`src/argb2222_rect_overlay_unit_macros.svh`:
```
// Assertion macros for the ARGB2222 rectangle overlay unit.
// Taken in by the top-level RTL file, which carries the concurrent checks; no other dependencies.
`ifndef ARGB2222_RECT_OVERLAY_UNIT_MACROS_SVH
`define ARGB2222_RECT_OVERLAY_UNIT_MACROS_SVH

// Check a property on every rising edge, skipped while reset is high.
`define ARO_CHECK(name, clk, rst, prop) \
   name: assert property (@(posedge clk) disable iff (rst) prop) \
      else $error("overlay check failed");

// Check a property on every rising edge, reset included.
`define ARO_CHECK_ALWAYS(name, clk, prop) \
   name: assert property (@(posedge clk) prop) \
      else $error("overlay check failed");

`endif

```
`src/aro_pkg.sv`:
```
// Shared types, register indexes and colour helpers for the overlay unit.
// No dependencies.
`timescale 1ns / 1ps

package aro_pkg;

   localparam int unsigned POS_W   = 8;
   localparam int unsigned PIX_W   = 8;
   localparam int unsigned COORD_W = 16;
   localparam int unsigned CSR_AW  = 3;

   typedef enum logic [CSR_AW-1:0] {
      REG_RECT_LEFT    = 3'd0,
      REG_RECT_TOP     = 3'd1,
      REG_RECT_WIDTH   = 3'd2,
      REG_RECT_HEIGHT  = 3'd3,
      REG_FILL_COLOR   = 3'd4,
      REG_OVERLAY_MODE = 3'd5
   } csr_index_type;

   localparam logic MODE_BLEND = 1'b0;
   localparam logic MODE_SHADE = 1'b1;

   localparam logic [1:0] ALPHA_OPAQUE = 2'b11;
   localparam logic [PIX_W-1:0] FILL_RESET = 8'hFF;

   // Clipped window and colour settings seen by the pixel datapath
   typedef struct packed {
      logic [POS_W-1:0] x1;
      logic [POS_W-1:0] x2;
      logic [POS_W-1:0] y1;
      logic [POS_W-1:0] y2;
      logic [PIX_W-1:0] fill;
      logic             mode;
   } window_type;

   // Contents of the input stage register
   typedef struct packed {
      logic [PIX_W-1:0] pixel;
      logic [POS_W-1:0] col;
      logic [POS_W-1:0] row;
   } stage_type;

   // Clamp a signed 17-bit coordinate to [0, hi]
   function automatic logic [POS_W-1:0] clamp_coord(input logic signed [COORD_W:0] v,
                                                    input logic [POS_W-1:0] hi);
      logic [POS_W-1:0] res;
      if (v[COORD_W]) begin
         res = '0;
      end else if (v[COORD_W-1:0] > {{(COORD_W-POS_W){1'b0}}, hi}) begin
         res = hi;
      end else begin
         res = v[POS_W-1:0];
      end
      return res;
   endfunction

   // max(c - d, 0) on a 2-bit channel
   function automatic logic [1:0] sat_sub2(input logic [1:0] c, input logic [1:0] d);
      return (c > d) ? (c - d) : 2'b00;
   endfunction

   // Sum of two channel terms known never to exceed 3
   function automatic logic [1:0] add2(input logic [1:0] a, input logic [1:0] b);
      logic [2:0] s;
      s = {1'b0, a} + {1'b0, b};
      return s[1:0];
   endfunction

endpackage

```
`src/aro_csr.sv`:
```
// Configuration registers and rectangle clipping for the overlay unit.
// Depends on aro_pkg.
`timescale 1ns / 1ps

module aro_csr #(
   parameter int unsigned SCREEN_WIDTH  = 144,
   parameter int unsigned SCREEN_HEIGHT = 168
) (
   input  logic                                clock,
   input  logic                                reset,
   input  logic                                csr_we,
   input  logic [aro_pkg::CSR_AW-1:0]          csr_addr,
   input  logic [aro_pkg::COORD_W-1:0]         csr_wdata,
   output aro_pkg::window_type                 window
);

   logic [aro_pkg::COORD_W-1:0] left_ff, top_ff, width_ff, height_ff;
   logic [aro_pkg::PIX_W-1:0]   fill_ff;
   logic                        mode_ff;

   logic signed [aro_pkg::COORD_W:0] left_ext, top_ext, right_sum, bottom_sum;
   logic [aro_pkg::POS_W-1:0]        scr_w, scr_h;

   always_ff @(posedge clock) begin
      if (reset) begin
         left_ff   <= '0;
         top_ff    <= '0;
         width_ff  <= '0;
         height_ff <= '0;
         fill_ff   <= aro_pkg::FILL_RESET;
         mode_ff   <= aro_pkg::MODE_BLEND;
      end else if (csr_we) begin
         unique case (aro_pkg::csr_index_type'(csr_addr))
            aro_pkg::REG_RECT_LEFT:    left_ff   <= csr_wdata;
            aro_pkg::REG_RECT_TOP:     top_ff    <= csr_wdata;
            aro_pkg::REG_RECT_WIDTH:   width_ff  <= csr_wdata;
            aro_pkg::REG_RECT_HEIGHT:  height_ff <= csr_wdata;
            aro_pkg::REG_FILL_COLOR:   fill_ff   <= csr_wdata[aro_pkg::PIX_W-1:0];
            aro_pkg::REG_OVERLAY_MODE: mode_ff   <= csr_wdata[0];
            default: begin
               // drop writes to unused indexes
            end
         endcase
      end
   end

   // Far edges are summed at full precision, then everything is clamped
   always_comb begin
      scr_w      = aro_pkg::POS_W'(SCREEN_WIDTH);
      scr_h      = aro_pkg::POS_W'(SCREEN_HEIGHT);
      left_ext   = {left_ff[aro_pkg::COORD_W-1], left_ff};
      top_ext    = {top_ff[aro_pkg::COORD_W-1], top_ff};
      right_sum  = left_ext + {width_ff[aro_pkg::COORD_W-1], width_ff};
      bottom_sum = top_ext + {height_ff[aro_pkg::COORD_W-1], height_ff};
      window.x1   = aro_pkg::clamp_coord(left_ext, scr_w);
      window.x2   = aro_pkg::clamp_coord(right_sum, scr_w);
      window.y1   = aro_pkg::clamp_coord(top_ext, scr_h);
      window.y2   = aro_pkg::clamp_coord(bottom_sum, scr_h);
      window.fill = fill_ff;
      window.mode = mode_ff;
   end

endmodule

```
`src/aro_pos.sv`:
```
// Raster position tracking and input stage register for the overlay unit.
// Depends on aro_pkg.
`timescale 1ns / 1ps

module aro_pos #(
   parameter int unsigned SCREEN_WIDTH  = 144,
   parameter int unsigned SCREEN_HEIGHT = 168
) (
   input  logic                         clock,
   input  logic                         reset,
   input  logic                         req_valid,
   output logic                         req_ready,
   input  logic [aro_pkg::PIX_W-1:0]    req_pixel_in,
   input  logic                         req_frame_start,
   input  logic                         stage_ready,
   output logic                         stage_valid,
   output aro_pkg::stage_type           stage
);

   logic [aro_pkg::POS_W-1:0] col_ff, col_in, row_ff, row_in;
   logic [aro_pkg::POS_W-1:0] col_cur, row_cur;
   logic [aro_pkg::POS_W:0]   col_inc, row_inc;
   logic                      st_valid_ff, st_valid_in;
   aro_pkg::stage_type        st_ff, st_in;
   logic                      take;

   assign req_ready = !st_valid_ff || stage_ready;
   assign take      = req_valid && req_ready;

   always_comb begin
      col_cur = req_frame_start ? '0 : col_ff;
      row_cur = req_frame_start ? '0 : row_ff;
      col_inc = {1'b0, col_cur} + 1'b1;
      row_inc = {1'b0, row_cur} + 1'b1;
      col_in  = col_ff;
      row_in  = row_ff;
      if (take) begin
         if (col_inc >= (aro_pkg::POS_W+1)'(SCREEN_WIDTH)) begin
            // end of line: wrap the column and advance the row
            col_in = '0;
            row_in = (row_inc >= (aro_pkg::POS_W+1)'(SCREEN_HEIGHT)) ? '0
                                                                   : row_inc[aro_pkg::POS_W-1:0];
         end else begin
            col_in = col_inc[aro_pkg::POS_W-1:0];
            row_in = row_cur;
         end
      end
      st_valid_in = take ? 1'b1 : (stage_ready ? 1'b0 : st_valid_ff);
      st_in       = st_ff;
      if (take) begin
         st_in.pixel = req_pixel_in;
         st_in.col   = col_cur;
         st_in.row   = row_cur;
      end
   end

   always_ff @(posedge clock) begin
      if (reset) begin
         col_ff      <= '0;
         row_ff      <= '0;
         st_valid_ff <= 1'b0;
      end else begin
         col_ff      <= col_in;
         row_ff      <= row_in;
         st_valid_ff <= st_valid_in;
      end
   end

   always_ff @(posedge clock) begin
      st_ff <= st_in;
   end

   assign stage_valid = st_valid_ff;
   assign stage       = st_ff;

endmodule

```
`src/aro_pix.sv`:
```
// Window test and ARGB2222 blend/shade datapath for one pixel.
// Depends on aro_pkg.
`timescale 1ns / 1ps

module aro_pix (
   input  aro_pkg::stage_type           stage,
   input  aro_pkg::window_type          window,
   output logic [aro_pkg::PIX_W-1:0]    pixel_out,
   output logic                         in_window
);

   logic [1:0] fill_a, pix_a, blend_drop, fg_drop, shade_lvl;
   logic [1:0] bg_ch, fg_ch;
   logic [aro_pkg::PIX_W-1:0] blended, shaded;

   always_comb begin
      in_window = (stage.col >= window.x1) && (stage.col < window.x2) &&
                  (stage.row >= window.y1) && (stage.row < window.y2);

      fill_a     = window.fill[7:6];
      pix_a      = stage.pixel[7:6];
      blend_drop = fill_a;
      fg_drop    = ~fill_a;
      shade_lvl  = fill_a & pix_a;

      blended      = '0;
      shaded       = '0;
      blended[7:6] = aro_pkg::ALPHA_OPAQUE;
      shaded[7:6]  = aro_pkg::ALPHA_OPAQUE;
      for (int i = 0; i < 3; i++) begin
         bg_ch = aro_pkg::sat_sub2(stage.pixel[2*i +: 2], blend_drop);
         fg_ch = aro_pkg::sat_sub2(window.fill[2*i +: 2], fg_drop);
         blended[2*i +: 2] = aro_pkg::add2(bg_ch, fg_ch);
         shaded[2*i +: 2]  = aro_pkg::sat_sub2(stage.pixel[2*i +: 2], ~shade_lvl);
      end

      if (!in_window) begin
         pixel_out = stage.pixel;
      end else if (window.mode == aro_pkg::MODE_SHADE) begin
         pixel_out = shaded;
      end else begin
         pixel_out = blended;
      end
   end

endmodule

```
`src/argb2222_rect_overlay_unit.sv`:
```
// ARGB2222 rectangle overlay unit: top level with result register and checks.
// Depends on aro_pkg, aro_csr, aro_pos, aro_pix and the macros header.
`timescale 1ns / 1ps
`include "argb2222_rect_overlay_unit_macros.svh"

// Pixels arrive in raster order, one transaction each, and leave in the same
// order with their window flag. One pixel is taken per clock while req_ready is
// high; each passes the input stage register, then the result register, so a
// result is offered from the result register once its pixel has moved on from
// the stage register, and is taken when rsp_ready is high. With the output
// stalled the unit holds two pixels and then drops req_ready.
// The column/row counters advance on every accepted pixel and frame_start forces
// the current pixel to column 0, row 0. Write the configuration registers only
// while no pixel is in flight; the clipped window follows a write at once.

module argb2222_rect_overlay_unit #(
   parameter int unsigned SCREEN_WIDTH  = 144,
   parameter int unsigned SCREEN_HEIGHT = 168
) (
   input  logic                         clock,
   input  logic                         reset,
   input  logic                         req_valid,
   output logic                         req_ready,
   input  logic [aro_pkg::PIX_W-1:0]    req_pixel_in,
   input  logic                         req_frame_start,
   output logic                         rsp_valid,
   input  logic                         rsp_ready,
   output logic [aro_pkg::PIX_W-1:0]    rsp_pixel_out,
   output logic                         rsp_in_window,
   input  logic                         csr_we,
   input  logic [aro_pkg::CSR_AW-1:0]   csr_addr,
   input  logic [aro_pkg::COORD_W-1:0]  csr_wdata
);

   localparam logic [aro_pkg::POS_W-1:0] COL_LIMIT = aro_pkg::POS_W'(SCREEN_WIDTH);
   localparam logic [aro_pkg::POS_W-1:0] ROW_LIMIT = aro_pkg::POS_W'(SCREEN_HEIGHT);

   aro_pkg::window_type       window;
   aro_pkg::stage_type        stage;
   logic                      stage_valid, stage_ready;
   logic [aro_pkg::PIX_W-1:0] pix_res;
   logic                      win_res;

   logic                      out_valid_ff, out_valid_in;
   logic [aro_pkg::PIX_W-1:0] out_pixel_ff, out_pixel_in;
   logic                      out_win_ff, out_win_in;
   logic                      load_out;

   logic                      pass_load, fill_load, origin_take, pos_ok;

   aro_csr #(
      .SCREEN_WIDTH (SCREEN_WIDTH),
      .SCREEN_HEIGHT(SCREEN_HEIGHT)
   ) u_csr (
      .clock    (clock),
      .reset    (reset),
      .csr_we   (csr_we),
      .csr_addr (csr_addr),
      .csr_wdata(csr_wdata),
      .window   (window)
   );

   aro_pos #(
      .SCREEN_WIDTH (SCREEN_WIDTH),
      .SCREEN_HEIGHT(SCREEN_HEIGHT)
   ) u_pos (
      .clock          (clock),
      .reset          (reset),
      .req_valid      (req_valid),
      .req_ready      (req_ready),
      .req_pixel_in   (req_pixel_in),
      .req_frame_start(req_frame_start),
      .stage_ready    (stage_ready),
      .stage_valid    (stage_valid),
      .stage          (stage)
   );

   aro_pix u_pix (
      .stage    (stage),
      .window   (window),
      .pixel_out(pix_res),
      .in_window(win_res)
   );

   // Result register: free when empty or when its transaction is taken
   assign stage_ready = !out_valid_ff || rsp_ready;
   assign load_out    = stage_valid && stage_ready;

   always_comb begin
      out_valid_in = load_out ? 1'b1 : (rsp_ready ? 1'b0 : out_valid_ff);
      out_pixel_in = load_out ? pix_res : out_pixel_ff;
      out_win_in   = load_out ? win_res : out_win_ff;
   end

   always_ff @(posedge clock) begin
      if (reset) begin
         out_valid_ff <= 1'b0;
      end else begin
         out_valid_ff <= out_valid_in;
      end
   end

   always_ff @(posedge clock) begin
      out_pixel_ff <= out_pixel_in;
      out_win_ff   <= out_win_in;
   end

   assign rsp_valid     = out_valid_ff;
   assign rsp_pixel_out = out_pixel_ff;
   assign rsp_in_window = out_win_ff;

   assign pass_load   = load_out && !win_res;
   assign fill_load   = load_out && win_res;
   assign origin_take = req_valid && req_ready && req_frame_start;
   assign pos_ok      = (stage.col < COL_LIMIT) && (stage.row < ROW_LIMIT);

   `ARO_CHECK(a_outside_passes, clock, reset, pass_load |=> (rsp_pixel_out == $past(stage.pixel)))
   `ARO_CHECK(a_inside_opaque, clock, reset, fill_load |=> (rsp_pixel_out[7:6] == 2'b11))
   `ARO_CHECK(a_frame_origin, clock, reset, origin_take |=> (stage.col == '0 && stage.row == '0))
   `ARO_CHECK(a_pos_on_screen, clock, reset, stage_valid |-> pos_ok)

endmodule

```
`config.mk`:
```
export PLATFORM = sky130hd
export DESIGN_NAME = argb2222_rect_overlay_unit
export DESIGN_NICKNAME = d
export VERILOG_FILES = /design/src/aro_pkg.sv /design/src/aro_csr.sv /design/src/aro_pos.sv /design/src/aro_pix.sv /design/src/argb2222_rect_overlay_unit.sv
export VERILOG_INCLUDE_DIRS = /design/src /design/src/src
export SDC_FILE = /design/constraint.sdc
export NUM_CORES = 1
export LEC_CHECK = 0
export BUFFER_PORTS_ARGS = -buffer_cell sky130_fd_sc_hd__buf_2
export CAP_MARGIN = 20
export CELL_PAD_IN_SITES_DETAIL_PLACEMENT = 0
export CELL_PAD_IN_SITES_GLOBAL_PLACEMENT = 1
export CORE_AREA = 2 2 152 124
export DETAILED_ROUTE_END_ITERATION = 10
export DIE_AREA = 0 0 154 126
export GPL_ROUTABILITY_DRIVEN = 0
export GPL_TIMING_DRIVEN = 0
export PLACE_DENSITY_LB_ADDON = 0.1
export SETUP_SLACK_MARGIN = 0.15
export SYNTH_ARGS = -nofsm -noshare
export SYNTH_HDL_FRONTEND = slang
export SYNTH_SLANG_ARGS = --single-unit
```
`constraint.sdc`:
```
create_clock -name clock -period 7.5 [get_ports clock]
set_clock_uncertainty 0.15 [all_clocks]
set_input_delay 0.375 -clock clock [delete_from_list [all_inputs] [get_ports clock]]
set_output_delay 0.375 -clock clock [all_outputs]
set_load 0.02 [all_outputs]
```
==> reports/qor.csv <==
metric,value,unit
arrival,7010,ps
dr.max_layer_used,met4,
crit_path_start_kind,flop,
hold_viol,0,
io_buffers,41,
cts_tree,yes,
grt_pass1_wl,35000,um
setup_violations,0,
yosysWarnings,0,
cts_sinks,124,
nets,1179,
grt_start_max_net_pins,20,
powerDensity,192,nW/um^2
worstHoldEndpoint,u_pos.stage_valid$_SDFFE_PP0P_,
pre_cts_slack,495,ps
slew_viol_final,0,
cts_root_buf,clkbuf_16,
finalWirelength,21300,um
critical_path_class,reg2reg,
syn2layout_area_growth,14.7,%
placedCellCount,1251,
wl_per_cell,16.5,um
dieArea,19400,sq um
rsz0062_at_grt,false,
holdPathStages,3,
syn_area,8240,sq um
finalSetupTns,0,ps
netlist_instances,979,
reg2reg_slack,500,ps
synth_commonest_cells,"194 x nand2_1, 110 x a21oi_1, 91 x dfxtp_1",
p_leak,3.83,nW
core-area,17900,sq um
rows,44,
synth_top_area_cell,dfxtp_1,
htreeDepth,4,
grt_usage,22.5,%
worst_ir_drop_vdd,0.000118,V
final_cell_area,9450,sq um
avgSynthCellArea,8.41,sq um
max_freq,0.143,GHz
ys_types,74,
die_y,126,um
synth_edf_count,33,
vias_per_cell,5.45,
synthTopCellsByArea,"dfxtp_1 22%, ha_1 13%, edfxtp_1 12%",
relSlewSlack,35.5,%
outcome,"complete, no violations",
holdCritPathClass,in2reg,
fin_ws,503,ps
drc,0,
period_share,93.3,%
tightest_slew,966,ps
wl_met3,758,um
pin_count,44,
dpl_cell_area,8760,sq um
num_vias,7039,
grt-ovfl-total,0,
insertion_delay,410,ps
drive_above_1_share,8.77,%
clkTransAtPathRegs,60,ps
first_pass_iters,5,
synth_ff_type,dfxtp_1,
route.met2.wl,8940,um
worstReg2RegStart,u_csr.top_ff[0]$_SDFFE_PP0P_,
r2r-end,rsp_pixel_out[0]$_DFFE_PP_,
worstHoldStart,req_valid,
min_period,7000,ps
seq_area_frac_synth,34.1,%
final_cells,1291,
synthArstFlopShare,0,%
ys_seq_elements,124,
cap_violations,0,
worstPathRequired,7510,ps
drt_iter0_drc,495,
endpoint_kind,flop,
cts_buffers,17,
path_max_fanout,9,
routedLengthMet1,11400,um
detailed_place_hpwl,16300,um
yosysMostFrequentCell,nand2_1,
p_total,0.00181,W
synth_top_area_share,22.1,%
grt_pass1_vias,6701,
antenna_found_initial,0,
reg2reg_depth,21,
start_util,46.0,%
n_antenna_cell,0,
postRouteAntennaNets,0,
syn-num-nets,1110,
ctsLongestPathBuffers,2,
dieWidth,154,um
## worst max path at each step
stage / start / endpoint / depth (start not counted)
floorplan: u_csr.top_ff[0]$_SDFFE_PP0P_ / rsp_pixel_out[0]$_DFFE_PP_ / 21
global placement: u_csr.top_ff[0]$_SDFFE_PP0P_ / rsp_pixel_out[2]$_DFFE_PP_ / 21
detailed placement: u_csr.top_ff[0]$_SDFFE_PP0P_ / rsp_pixel_out[0]$_DFFE_PP_ / 21
CTS: u_csr.top_ff[0]$_SDFFE_PP0P_ / rsp_pixel_out[0]$_DFFE_PP_ / 21
global route: u_csr.top_ff[0]$_SDFFE_PP0P_ / rsp_pixel_out[0]$_DFFE_PP_ / 21
finish: u_csr.top_ff[0]$_SDFFE_PP0P_ / rsp_pixel_out[0]$_DFFE_PP_ / 21
## kinds of logic after synthesis
| group | Yosys count | share of synthesized area (%) |
|---|---|---|
| xor gates and xnor gates | 30 | 3.19 |
| muxes | 11 | 1.56 |
| buffers and inverters | 81 | 3.77 |
| AOI/OAI and AO/OA | 256 | 20.2 |
| and+or+nand+nor | 379 | 21.3 |
| DFF | 124 | 34.1 |
| adders and majority gates | 98 | 15.9 |
## what timing repair did
| item | in CTS | in global routing |
|---|---|---|
| gates resized for setup | 0 | 0 |
| endpoints found under the hold margin | 8 | 0 |
| setup buffers | 0 | 0 |
| setup endpoints to repair | 0 | 0 |
| hold buffers | 8 | 0 |
## worst max-delay path: stages, from the launching register on
cell and delay, ps:
dfxtp_1 390, ha_1 190, inv_1 50, fa_1 400
nand2b_1 200, a211oi_2 300, o21ai_1 120, and3_1 180
or3_1 340, or4_4 560, or2_2 330, o21ai_0 190
ha_1 270, a21o_1 180, a211o_1 290, o2111ai_1 90
o311ai_1 120, or4_1 540, or4_1 420, o32a_1 400
a211oi_4 650, mux2_4 360
## through the flow
stage | hold slack [ps] | util (%)
final | 43.2 | 52.8
after global placement | 301 | 48.8
after detailed placement | 301 | 48.9
after CTS | 35.0 | 52.8
after global routing | 48.5 | 52.8
after floorplan | 290 | -
## layout by cell type (no fill, tap or decap), drive strengths merged, types with 11 or more instances in the layout
cell,Yosys,layout
nand2,194,194
nand3,26,26
a21oi,111,111
a21o,19,19
buf,3,45
fa,11,11
xnor2,18,18
xor2,12,12
edfxtp,33,33
nor3,11,11
dfxtp,91,91
o21ai,32,32
inv,41,42
nand2b,13,13
nor2b,26,26
ha,87,87
clkbuf,36,56
a211o,12,12
a211oi,11,11
nor2,46,46
## flip-flops by register name, indices dropped and copies added, names as in the netlist
| name | cells |
|---|---|
| u_csr.height_ff | 16 |
| rsp_pixel_out | 8 |
| rsp_in_window | 1 |
| u_csr.left_ff | 16 |
| u_csr.fill_ff | 8 |
| u_pos.stage | 24 |
| u_csr.mode_ff | 1 |
| u_csr.width_ff | 16 |
| u_pos.stage_valid | 1 |
| u_pos.col_ff | 8 |
| u_pos.row_ff | 8 |
| u_csr.top_ff | 16 |
| rsp_valid | 1 |
## layout make-up
class | count | area [sq um]
Buffer | 39 | 153
Clock buffer | 20 | 437
Clock inverter | 12 | 171
Fill cell | 1766 | 8450
Inverter | 42 | 158
Multi-Input combinational cell | 774 | 5110
Sequential cell | 124 | 2810
Tap cell | 230 | 288
Timing Repair Buffer | 50 | 313
## power by group
| part | switching, W | internal, W | leakage, nW |
|---|---|---|---|
| Sequential | 0.0000160 | 0.000708 | 1.06 |
| Combinational | 0.000138 | 0.0000924 | 2.49 |
| Clock | 0.000303 | 0.000554 | 0.282 |
## routing by layer
| layer | up-vias | global-route usage, % |
|---|---|---|
| met5 | - | 0 |
| li1 | 3630 | - |
| met3 | 12 | 3.82 |
| met1 | 3275 | 34.4 |
| met2 | 122 | 33.4 |
| met4 | 0 | 4.45 |
No activity file was read; power rests on OpenSTA's default activity.
